**src/rrts_pkg.sv**
```systemverilog
package rrts_pkg;

   localparam int NUM_TASKS = 16;
   localparam int TASK_W    = $clog2(NUM_TASKS);
   localparam int POS_W     = $clog2(NUM_TASKS + 1);
   localparam int MODE_W    = 3;
   localparam int SLICE_W   = 8;
   localparam int TICKS_W   = 32;
   localparam int CSR_IDX_W = 1;
   localparam int CSR_DAT_W = 8;

   localparam logic [SLICE_W-1:0] SLICE_DEFAULT = 8'd10;

   localparam logic [MODE_W-1:0] MODE_ADD      = 3'd0;
   localparam logic [MODE_W-1:0] MODE_REMOVE   = 3'd1;
   localparam logic [MODE_W-1:0] MODE_DISPATCH = 3'd2;
   localparam logic [MODE_W-1:0] MODE_TICK     = 3'd3;
   localparam logic [MODE_W-1:0] MODE_YIELD    = 3'd4;

   localparam logic [CSR_IDX_W-1:0] REG_TIME_SLICE   = 1'd0;
   localparam logic [CSR_IDX_W-1:0] REG_SCHED_ENABLE = 1'd1;

   localparam logic [1:0] OP_NONE   = 2'd0;
   localparam logic [1:0] OP_PUSH   = 2'd1;
   localparam logic [1:0] OP_REMOVE = 2'd2;

   typedef struct packed {
      logic [1:0]        op;
      logic [TASK_W-1:0] id;
      logic [POS_W-1:0]  pos;
   } cmd_type;

   typedef struct packed {
      logic              vld;
      logic [TASK_W-1:0] id;
   } entry_type;

endpackage

```
**src/rrts_cell.sv**
```systemverilog
module rrts_cell (
   input  logic                    clock,
   input  logic                    reset,
   input  rrts_pkg::cmd_type       cmd,
   input  logic [rrts_pkg::POS_W-1:0] pos_idx,
   input  rrts_pkg::entry_type     nbr,
   input  logic                    shift_in,
   output rrts_pkg::entry_type     entry,
   output logic                    shift_out
);

   rrts_pkg::entry_type entry_ff;
   rrts_pkg::entry_type entry_in;
   logic                hit;

   always_comb begin
      hit       = entry_ff.vld && (entry_ff.id == cmd.id) && (cmd.op == rrts_pkg::OP_REMOVE);
      shift_out = shift_in | hit;
      entry_in  = entry_ff;
      if ((cmd.op == rrts_pkg::OP_REMOVE) && shift_out) begin
         entry_in = nbr;
      end else if ((cmd.op == rrts_pkg::OP_PUSH) && (cmd.pos == pos_idx)) begin
         entry_in.vld = 1'b1;
         entry_in.id  = cmd.id;
      end
   end

   always_ff @(posedge clock) begin
      if (reset) begin
         entry_ff.vld <= 1'b0;
      end else begin
         entry_ff <= entry_in;
      end
   end

   assign entry = entry_ff;

endmodule

```
**src/rrts_chain.sv**
```systemverilog
module rrts_chain (
   input  logic                        clock,
   input  logic                        reset,
   input  rrts_pkg::cmd_type           cmd,
   output logic [rrts_pkg::TASK_W-1:0] head_id
);

   rrts_pkg::entry_type ent [rrts_pkg::NUM_TASKS];
   rrts_pkg::entry_type nbr [rrts_pkg::NUM_TASKS];
   logic [rrts_pkg::NUM_TASKS:0] shift;

   assign shift[0] = 1'b0;

   for (genvar k = 0; k < rrts_pkg::NUM_TASKS; k++) begin : g_cell
      if (k == rrts_pkg::NUM_TASKS - 1) begin : g_last
         assign nbr[k] = '0;
      end else begin : g_mid
         assign nbr[k] = ent[k+1];
      end

      rrts_cell u_cell (
         .clock     (clock),
         .reset     (reset),
         .cmd       (cmd),
         .pos_idx   (rrts_pkg::POS_W'(k)),
         .nbr       (nbr[k]),
         .shift_in  (shift[k]),
         .entry     (ent[k]),
         .shift_out (shift[k+1])
      );
   end

   assign head_id = ent[0].id;

endmodule

```
**src/round_robin_time_slice_scheduler_unit.sv**
```systemverilog
// Round-robin time-slice scheduler for 16 tasks. The ready queue is a row of
// cells in arrival order: a push writes the cell at the tail position, and a
// removal makes every cell from the match onward take its upper neighbor's
// entry. An item passes through the accept, evaluate and result states
// before its result is loaded, with a take state between evaluate and result
// when tasks are waiting and a tick expires the slice or a yield comes, since
// the requeue of the current task and the pop of the head are two separate
// steps through the chain. The next item is taken as soon as the result is
// loaded, even while the result beat is still stalled; a further result waits
// for the output register to drain. Configuration: index 0 is time_slice,
// index 1 is sched_enable; writes are always taken.
module round_robin_time_slice_scheduler_unit (
   input  logic                           clock,
   input  logic                           reset,

   input  logic                           req_valid,
   output logic                           req_stall,
   input  logic [rrts_pkg::MODE_W-1:0]    req_mode,
   input  logic [rrts_pkg::TASK_W-1:0]    req_task_id,
   input  logic                           req_runnable,

   output logic                           rsp_valid,
   input  logic                           rsp_stall,
   output logic [rrts_pkg::TASK_W-1:0]    rsp_next_task,
   output logic [rrts_pkg::TASK_W-1:0]    rsp_prev_task,
   output logic                           rsp_switched,
   output logic                           rsp_idle_chosen,
   output logic                           rsp_accepted,
   output logic [rrts_pkg::POS_W-1:0]     rsp_ready_count,
   output logic [rrts_pkg::SLICE_W-1:0]   rsp_slice_remaining,
   output logic [rrts_pkg::TICKS_W-1:0]   rsp_current_run_ticks,

   input  logic                           csr_valid,
   output logic                           csr_ready,
   input  logic [rrts_pkg::CSR_IDX_W-1:0] csr_index,
   input  logic [rrts_pkg::CSR_DAT_W-1:0] csr_data
);

   localparam logic [1:0] S_IDLE = 2'd0;
   localparam logic [1:0] S_EVAL = 2'd1;
   localparam logic [1:0] S_TAKE = 2'd2;
   localparam logic [1:0] S_RESP = 2'd3;

   logic [1:0] state_ff, state_in;

   logic [rrts_pkg::SLICE_W-1:0] time_slice_ff;
   logic                         sched_enable_ff;

   logic [rrts_pkg::MODE_W-1:0] item_mode_ff, item_mode_in;
   logic [rrts_pkg::TASK_W-1:0] item_id_ff, item_id_in;
   logic                        item_run_ff, item_run_in;

   logic [rrts_pkg::TASK_W-1:0]    cur_ff, cur_in;
   logic                           cur_valid_ff, cur_valid_in;
   logic [rrts_pkg::SLICE_W-1:0]   slice_ff, slice_in;
   logic [rrts_pkg::POS_W-1:0]     count_ff, count_in;
   logic [rrts_pkg::NUM_TASKS-1:0] queued_mark_ff, queued_mark_in;
   logic [rrts_pkg::TICKS_W-1:0]   run_ticks_ff [rrts_pkg::NUM_TASKS];
   logic                           tick_inc;

   logic [rrts_pkg::TASK_W-1:0] prev_ff, prev_in;
   logic                        sw_ff, sw_in;
   logic                        idle_ff, idle_in;
   logic                        acc_ff, acc_in;

   logic                           rsp_valid_ff, rsp_valid_in;
   logic [rrts_pkg::TASK_W-1:0]    rsp_next_ff, rsp_next_in;
   logic [rrts_pkg::TASK_W-1:0]    rsp_prev_ff, rsp_prev_in;
   logic                           rsp_sw_ff, rsp_sw_in;
   logic                           rsp_idle_ff, rsp_idle_in;
   logic                           rsp_acc_ff, rsp_acc_in;
   logic [rrts_pkg::POS_W-1:0]     rsp_count_ff, rsp_count_in;
   logic [rrts_pkg::SLICE_W-1:0]   rsp_slice_ff, rsp_slice_in;
   logic [rrts_pkg::TICKS_W-1:0]   rsp_ticks_ff, rsp_ticks_in;

   rrts_pkg::cmd_type           cmd;
   logic [rrts_pkg::TASK_W-1:0] head_id;
   logic [rrts_pkg::SLICE_W-1:0] slice_dec;

   rrts_chain u_chain (
      .clock   (clock),
      .reset   (reset),
      .cmd     (cmd),
      .head_id (head_id)
   );

   assign csr_ready = 1'b1;
   assign req_stall = (state_ff != S_IDLE);
   assign slice_dec = (slice_ff != '0) ? slice_ff - 1'b1 : '0;

   always_comb begin
      state_in       = state_ff;
      item_mode_in   = item_mode_ff;
      item_id_in     = item_id_ff;
      item_run_in    = item_run_ff;
      cur_in         = cur_ff;
      cur_valid_in   = cur_valid_ff;
      slice_in       = slice_ff;
      count_in       = count_ff;
      queued_mark_in = queued_mark_ff;
      tick_inc       = 1'b0;
      prev_in        = prev_ff;
      sw_in          = sw_ff;
      idle_in        = idle_ff;
      acc_in         = acc_ff;
      cmd.op         = rrts_pkg::OP_NONE;
      cmd.id         = item_id_ff;
      cmd.pos        = count_ff;

      rsp_valid_in = rsp_valid_ff & rsp_stall;
      rsp_next_in  = rsp_next_ff;
      rsp_prev_in  = rsp_prev_ff;
      rsp_sw_in    = rsp_sw_ff;
      rsp_idle_in  = rsp_idle_ff;
      rsp_acc_in   = rsp_acc_ff;
      rsp_count_in = rsp_count_ff;
      rsp_slice_in = rsp_slice_ff;
      rsp_ticks_in = rsp_ticks_ff;

      case (state_ff)
         S_IDLE: begin
            if (req_valid) begin
               item_mode_in = req_mode;
               item_id_in   = req_task_id;
               item_run_in  = req_runnable;
               prev_in      = cur_valid_ff ? cur_ff : '0;
               sw_in        = 1'b0;
               idle_in      = 1'b0;
               acc_in       = 1'b0;
               state_in     = S_EVAL;
            end
         end
         S_EVAL: begin
            state_in = S_RESP;
            case (item_mode_ff)
               rrts_pkg::MODE_ADD: begin
                  if (item_run_ff && !queued_mark_ff[item_id_ff]) begin
                     acc_in                     = 1'b1;
                     cmd.op                     = rrts_pkg::OP_PUSH;
                     queued_mark_in[item_id_ff] = 1'b1;
                     count_in                   = count_ff + 1'b1;
                  end
               end
               rrts_pkg::MODE_REMOVE: begin
                  if (queued_mark_ff[item_id_ff]) begin
                     acc_in                     = 1'b1;
                     cmd.op                     = rrts_pkg::OP_REMOVE;
                     queued_mark_in[item_id_ff] = 1'b0;
                     count_in                   = count_ff - 1'b1;
                  end
               end
               rrts_pkg::MODE_DISPATCH: begin
                  acc_in       = 1'b1;
                  cur_valid_in = 1'b1;
                  slice_in     = time_slice_ff;
                  if (count_ff == '0) begin
                     cur_in  = '0;
                     idle_in = 1'b1;
                  end else begin
                     cur_in                  = head_id;
                     cmd.op                  = rrts_pkg::OP_REMOVE;
                     cmd.id                  = head_id;
                     queued_mark_in[head_id] = 1'b0;
                     count_in                = count_ff - 1'b1;
                  end
               end
               rrts_pkg::MODE_TICK: begin
                  if (sched_enable_ff && cur_valid_ff) begin
                     acc_in   = 1'b1;
                     tick_inc = 1'b1;
                     slice_in = slice_dec;
                     if (slice_dec == '0) begin
                        if (count_ff != '0) begin
                           state_in = S_TAKE;
                           if (item_run_ff && !queued_mark_ff[cur_ff]) begin
                              cmd.op                 = rrts_pkg::OP_PUSH;
                              cmd.id                 = cur_ff;
                              queued_mark_in[cur_ff] = 1'b1;
                              count_in               = count_ff + 1'b1;
                           end
                        end else begin
                           slice_in = time_slice_ff;
                        end
                     end
                  end
               end
               rrts_pkg::MODE_YIELD: begin
                  if (sched_enable_ff && cur_valid_ff) begin
                     acc_in = 1'b1;
                     if (count_ff != '0) begin
                        state_in = S_TAKE;
                        if (item_run_ff && !queued_mark_ff[cur_ff]) begin
                           cmd.op                 = rrts_pkg::OP_PUSH;
                           cmd.id                 = cur_ff;
                           queued_mark_in[cur_ff] = 1'b1;
                           count_in               = count_ff + 1'b1;
                        end
                     end
                  end
               end
               default: begin
                  acc_in = 1'b0;
               end
            endcase
         end
         S_TAKE: begin
            cmd.op                  = rrts_pkg::OP_REMOVE;
            cmd.id                  = head_id;
            queued_mark_in[head_id] = 1'b0;
            count_in                = count_ff - 1'b1;
            slice_in                = time_slice_ff;
            if (head_id != cur_ff) begin
               cur_in = head_id;
               sw_in  = 1'b1;
            end
            state_in = S_RESP;
         end
         S_RESP: begin
            if (!rsp_valid_ff || !rsp_stall) begin
               rsp_valid_in = 1'b1;
               rsp_next_in  = cur_valid_ff ? cur_ff : '0;
               rsp_prev_in  = prev_ff;
               rsp_sw_in    = sw_ff;
               rsp_idle_in  = idle_ff;
               rsp_acc_in   = acc_ff;
               rsp_count_in = count_ff;
               rsp_slice_in = slice_ff;
               rsp_ticks_in = cur_valid_ff ? run_ticks_ff[cur_ff] : '0;
               state_in     = S_IDLE;
            end
         end
         default: begin
            state_in = S_IDLE;
         end
      endcase
   end

   always_ff @(posedge clock) begin
      if (reset) begin
         state_ff        <= S_IDLE;
         time_slice_ff   <= rrts_pkg::SLICE_DEFAULT;
         sched_enable_ff <= 1'b0;
         cur_ff          <= '0;
         cur_valid_ff    <= 1'b0;
         slice_ff        <= '0;
         count_ff        <= '0;
         queued_mark_ff  <= '0;
         rsp_valid_ff    <= 1'b0;
      end else begin
         state_ff       <= state_in;
         cur_ff         <= cur_in;
         cur_valid_ff   <= cur_valid_in;
         slice_ff       <= slice_in;
         count_ff       <= count_in;
         queued_mark_ff <= queued_mark_in;
         rsp_valid_ff   <= rsp_valid_in;
         if (csr_valid && csr_ready) begin
            case (csr_index)
               rrts_pkg::REG_TIME_SLICE:   time_slice_ff   <= csr_data;
               rrts_pkg::REG_SCHED_ENABLE: sched_enable_ff <= csr_data[0];
               default:                    time_slice_ff   <= time_slice_ff;
            endcase
         end
      end
   end

   always_ff @(posedge clock) begin
      if (reset) begin
         for (int i = 0; i < rrts_pkg::NUM_TASKS; i++) begin
            run_ticks_ff[i] <= '0;
         end
      end else if (tick_inc) begin
         run_ticks_ff[cur_ff] <= run_ticks_ff[cur_ff] + 1'b1;
      end
   end

   always_ff @(posedge clock) begin
      item_mode_ff <= item_mode_in;
      item_id_ff   <= item_id_in;
      item_run_ff  <= item_run_in;
      prev_ff      <= prev_in;
      sw_ff        <= sw_in;
      idle_ff      <= idle_in;
      acc_ff       <= acc_in;
      rsp_next_ff  <= rsp_next_in;
      rsp_prev_ff  <= rsp_prev_in;
      rsp_sw_ff    <= rsp_sw_in;
      rsp_idle_ff  <= rsp_idle_in;
      rsp_acc_ff   <= rsp_acc_in;
      rsp_count_ff <= rsp_count_in;
      rsp_slice_ff <= rsp_slice_in;
      rsp_ticks_ff <= rsp_ticks_in;
   end

   assign rsp_valid             = rsp_valid_ff;
   assign rsp_next_task         = rsp_next_ff;
   assign rsp_prev_task         = rsp_prev_ff;
   assign rsp_switched          = rsp_sw_ff;
   assign rsp_idle_chosen       = rsp_idle_ff;
   assign rsp_accepted          = rsp_acc_ff;
   assign rsp_ready_count       = rsp_count_ff;
   assign rsp_slice_remaining   = rsp_slice_ff;
   assign rsp_current_run_ticks = rsp_ticks_ff;

   a_count_matches_marks: assert property (@(posedge clock) disable iff (reset)
      $countones(queued_mark_ff) == 32'(count_ff))
      else $error("ready count disagrees with queued marks");

   a_take_nonempty: assert property (@(posedge clock) disable iff (reset)
      (state_ff == S_TAKE) |-> (count_ff != '0))
      else $error("head taken from an empty queue");

   a_idle_is_task0: assert property (@(posedge clock) disable iff (reset)
      (rsp_valid_ff && rsp_idle_ff) |-> (rsp_next_ff == '0 && rsp_acc_ff))
      else $error("idle dispatch did not select task 0");

   a_switch_changes_task: assert property (@(posedge clock) disable iff (reset)
      (rsp_valid_ff && rsp_sw_ff) |-> (rsp_next_ff != rsp_prev_ff && rsp_acc_ff))
      else $error("switch reported without a task change");

   a_dispatch_sets_current: assert property (@(posedge clock) disable iff (reset)
      (state_ff == S_EVAL && item_mode_ff == rrts_pkg::MODE_DISPATCH) |=> cur_valid_ff)
      else $error("dispatch left no current task");

endmodule

```
**config.mk**
```make
export PLATFORM = sky130hd
export DESIGN_NAME = round_robin_time_slice_scheduler_unit
export DESIGN_NICKNAME = d
export VERILOG_FILES = /design/src/rrts_pkg.sv /design/src/rrts_cell.sv /design/src/rrts_chain.sv /design/src/round_robin_time_slice_scheduler_unit.sv
export SDC_FILE = /design/constraint.sdc
export NUM_CORES = 1
export LEC_CHECK = 0
export ABC_AREA = 1
export BUFFER_PORTS_ARGS = -buffer_cell sky130_fd_sc_hd__buf_4
export CAP_MARGIN = 30
export CORE_ASPECT_RATIO = 1.4
export CORE_MARGIN = 10
export CORE_UTILIZATION = 50
export DETAILED_ROUTE_END_ITERATION = 16
export GPL_ROUTABILITY_DRIVEN = 0
export GPL_TIMING_DRIVEN = 0
export PLACE_DENSITY = 0.66
export REMOVE_ABC_BUFFERS = 1
export SYNTH_ARGS = -nofsm -noshare
export SYNTH_HDL_FRONTEND = slang
export SYNTH_SLANG_ARGS = --single-unit
```
**constraint.sdc**
```tcl
create_clock -name clock -period 8.3 [get_ports clock]
set_clock_uncertainty 0.2 [all_clocks]
set_input_delay 1.66 -clock clock [delete_from_list [all_inputs] [get_ports clock]]
set_output_delay 1.66 -clock clock [all_outputs]
set_load 0.1 [all_outputs]
```
==> results.txt <==
The type of element launching the critical path is a flip-flop. The initial standard-cell utilization of the core is 50.5%. The H-tree was split into 3 levels.

The total of buffers placed on input and output ports is 79. The number of instances resized during post-cts repair is 0. The final-stage net count is 3504. In this run the core area contains 113 standard-cell rows. Wires add up to 96800 um. The critical path is of the flip-flop to flip-flop type.

The final hold violation count came to 0. After detailed placement, the total cell area comes to 36400 um2. The synthesized instance count came out at 3484. Along the worst path, the maximum fanout reaches 32.

The buffer type at the clock tree root is sky130_fd_sc_hd__clkbuf_16. On the critical path the largest part of the delay comes from simple AND/OR/NAND/NOR gates. Counting distinct cell types in the post-synthesis netlist gives 49. Setup repair after global routing left no endpoint under its margin. The sequential element share of the synthesized area came out at 60.5%. Once detail routing completed, the nets flagged for antenna violations numbered 0.

The mean instance size in the synthesized netlist is 9.85 um2. Ranked by total cell area, the synthesized netlist is headed by sky130_fd_sc_hd__edfxtp_1 (57%), sky130_fd_sc_hd__nor2_1 (8.2%), sky130_fd_sc_hd__nand2_1 (4.3%), sky130_fd_sc_hd__o21ai_0 (4.2%), sky130_fd_sc_hd__dfxtp_1 (3.9%). The worst vdd rail ir drop came out at 0.000231 V. The CTS tree is done. The detailed-route wire length per cell came out at 21.8 um. The slew at the pin closest to its max-slew limit is 0.969 ns. Yosys mapped a number of flops with a built-in enable equal to 647. The via count is 25600. The biggest cell delay along the critical path is 0.74 ns. The clock latency reported for the late side of the worst-skew pair is 0.63 ns. The clock transition at the register clock pins on the worst setup and hold paths after CTS is 0.06 ns. In the global route stage, overall resource usage came out at 24.1%. The sum of buffers and inverters on the critical path is 1. The share of synthesized flip-flops with an asynchronous set or reset is 0%. The total number of clock tree sinks came out at 713. The origin of the worst setup path is cur_ff[1]. The number of buffers added for setup after CTS came out at 0. The data arrival time of the critical path came out at 6.88 ns. The die covers 79700 um2. The final count of negative-setup-slack endpoints is 0. In this run the critical register-to-register path is launched from cur_ff[1]. The first-pass GRT wire length came out at 146000 um. The floorplan step set the die width to 241 um. The die boundary height came out at 330 um. The final critical path time including I/O delays and setup is 6.76 ns.

STA classifies the critical path endpoint as a flip-flop. For this design the static power due to leakage is 14.1 nW. The smallest setup slack after layout came out at 1.54 ns. The number of DRC violations after detailed-routing iteration 0 is 2615. The cell count after placement came out at 4319. Excluding fillers, the count of instances in the completed layout stands at 4443.

The run finished with clean final reports. The number of maximum-capacitance violations is 0. The count of inserted antenna diode cells came out at 0. The fraction of layout cells with a size suffix above 1 came out at 9.42%. The via count of the first global-routing pass is 25000. The library cell used most frequently in the layout, excluding fill and tap cells, is sky130_fd_sc_hd__nor2_1.

The top-level port count is 81. The flip-flop and latch count after synthesis came out at 713. The final sum of negative setup slack came out at 0 ns. The launch instance of the worst min-delay path is idle_ff. The number of buffers created by CTS is 69. The Yosys warning count came out at 0. The average vias per placed instance came out at 5.76.

After detailed routing, the number of remaining DRC violations is 0. The min-delay analysis places its worst path in the category flip-flop to flip-flop. The floorplan step defined a core boundary enclosing 68000 um2. The final core utilization came out at 56.8%.

The worst setup slack before clock tree synthesis is 1.63 ns. The largest total area in the synthesized netlist belongs to sky130_fd_sc_hd__edfxtp_1. The area growth from synthesis to layout came out at 12.7%. In this run the cell area of the synthesized design comes to 34300 um2. The primary flip-flop cell chosen by synthesis mapping is sky130_fd_sc_hd__edfxtp_1. The largest buffer count on any clock path is 3. The cell occurring most often along the worst timing path is sky130_fd_sc_hd__nand2_1.

In the layout the commonest cells are sky130_fd_sc_hd__nor2_1 (746), sky130_fd_sc_hd__edfxtp_1 (647), sky130_fd_sc_hd__nand2_1 (362), sky130_fd_sc_hd__inv_1 (308), sky130_fd_sc_hd__o21ai_0 (288). The final number of max-transition violations is 0. In the finished design, the share of the clock period the worst path needs comes to 81.4%. The first TritonRoute pass finished after 6 iterations. Entering global routing, the biggest net connects 79 pins. The initial antenna violation count is 0. The share of synthesized area in the top cell type comes to 56.6%. The total half-perimeter wirelength after legalization and detailed placement is 61000 um.

For this run the aggregate overflow at the end of global routing stands at 0. Derived from the worst setup path, the maximum achievable clock frequency is 148 MHz. The worst relative slew slack is 35.3%. The count of hold-fix buffers inserted at cts came out at 0.

Summing all non-filler instances in the final layout gives an area of 38700 um2. Power spread over the standard cell area amounts to 338 nW/um2. The critical-path cell with the highest stage delay is sky130_fd_sc_hd__nor2_1. The data required time of the worst path came out at 8.42 ns.
[state kept, by name, indices dropped and copies added, names as in the netlist, 5 cells and up, named ones only]
register / cells
rsp_current_run_ticks: 32
u_chain.g_cell.u_cell.entry: 80
slice_ff: 8
rsp_ready_count: 5
count_ff: 5
queued_mark_ff: 16
rsp_slice_remaining: 8
run_ticks_ff: 512
time_slice_ff: 8
[cell type report]
class                           instances  area, um2
Fill cell                            5773      29300
Sequential cell                       713      20800
Multi-Input combinational cell       2215      11500
Clock buffer                           87       1910
Timing Repair Buffer                  144       1790
Inverter                              327       1230
Tap cell                              920       1150
Clock inverter                         37        323
[logic make-up (layout without fill, tap and decap cells)]
group / count (synthesis) / count (layout) / synth area share (%)
AO/OA/AOI/OAI: 699 / 699 / 11.8
AND/OR/NAND/NOR: 1317 / 1317 / 15.7
flip-flops: 713 / 713 / 60.5
other: 1 / 1 / 0.0109
adder cells (fa/ha/maj): 12 / 12 / 0.438
buffers and inverters: 556 / 595 / 6.34
XOR/XNOR: 58 / 58 / 1.48
multiplexers: 128 / 128 / 3.73
[metrics by stage]
| stage | hold slack, ns | power [W] |
|---|---|---|
| after CTS | 0.221 | 0.0131 |
| after floorplan | 0.200 | 0.00837 |
| final | 0.219 | 0.0131 |
| after global routing | 0.226 | 0.0137 |
| after detailed placement | 0.206 | 0.00993 |
| after global placement | 0.201 | 0.00999 |
[where the power goes]
part / switching [W] / internal (W) / total (W)
clock network: 0.00137 / 0.00179 / 0.00316
logic: 0.00393 / 0.00151 / 0.00544
registers: 0.000222 / 0.00425 / 0.00447
total: 0.00552 / 0.00756 / 0.0131
[synthesized netlist by cell type (4+ instances only)]
master / count
sky130_fd_sc_hd__nand4_1: 16
sky130_fd_sc_hd__o32a_1: 14
sky130_fd_sc_hd__inv_1: 313
sky130_fd_sc_hd__or2_2: 7
sky130_fd_sc_hd__o21ai_1: 12
sky130_fd_sc_hd__inv_2: 11
sky130_fd_sc_hd__a31oi_1: 4
sky130_fd_sc_hd__a221oi_1: 24
sky130_fd_sc_hd__buf_2: 37
sky130_fd_sc_hd__xor2_1: 40
sky130_fd_sc_hd__a211oi_1: 7
sky130_fd_sc_hd__a21oi_1: 198
sky130_fd_sc_hd__o21ai_0: 288
sky130_fd_sc_hd__mux2i_1: 128
sky130_fd_sc_hd__nand3b_1: 7
sky130_fd_sc_hd__buf_1: 14
sky130_fd_sc_hd__nor2_1: 746
sky130_fd_sc_hd__clkbuf_1: 170
sky130_fd_sc_hd__ha_1: 12
sky130_fd_sc_hd__dfxtp_1: 66
sky130_fd_sc_hd__nor4_1: 12
sky130_fd_sc_hd__nand2_2: 10
sky130_fd_sc_hd__o22ai_1: 9
sky130_fd_sc_hd__xnor2_1: 18
sky130_fd_sc_hd__edfxtp_1: 647
sky130_fd_sc_hd__nor3_1: 19
sky130_fd_sc_hd__nand3_2: 5
sky130_fd_sc_hd__nand2_1: 394
sky130_fd_sc_hd__o211ai_1: 133
sky130_fd_sc_hd__buf_4: 5
sky130_fd_sc_hd__nand3_1: 84
[final timing paths]
check | to | slack (ns) | cells past startpoint
max | u_chain.g_cell[14].u_cell.entry[0] | 1.54 | 26
min | rsp_idle_chosen | 0.22 | 0
max reg2reg | u_chain.g_cell[14].u_cell.entry[0] | 1.54 | 26
min reg2reg | rsp_idle_chosen | 0.22 | 0
[layer usage]
metal	global-route usage (%)	part of all wire [%]	wire (um)	up-vias
li1	-	-	-	11900
met1	28.6	38	36600	12300
met2	42.1	50	48400	1158
met3	3.19	7.5	7240	298
met4	12.2	4.7	4570	0
met5	0	0	0	-
Power figures use the tool's default switching activity.
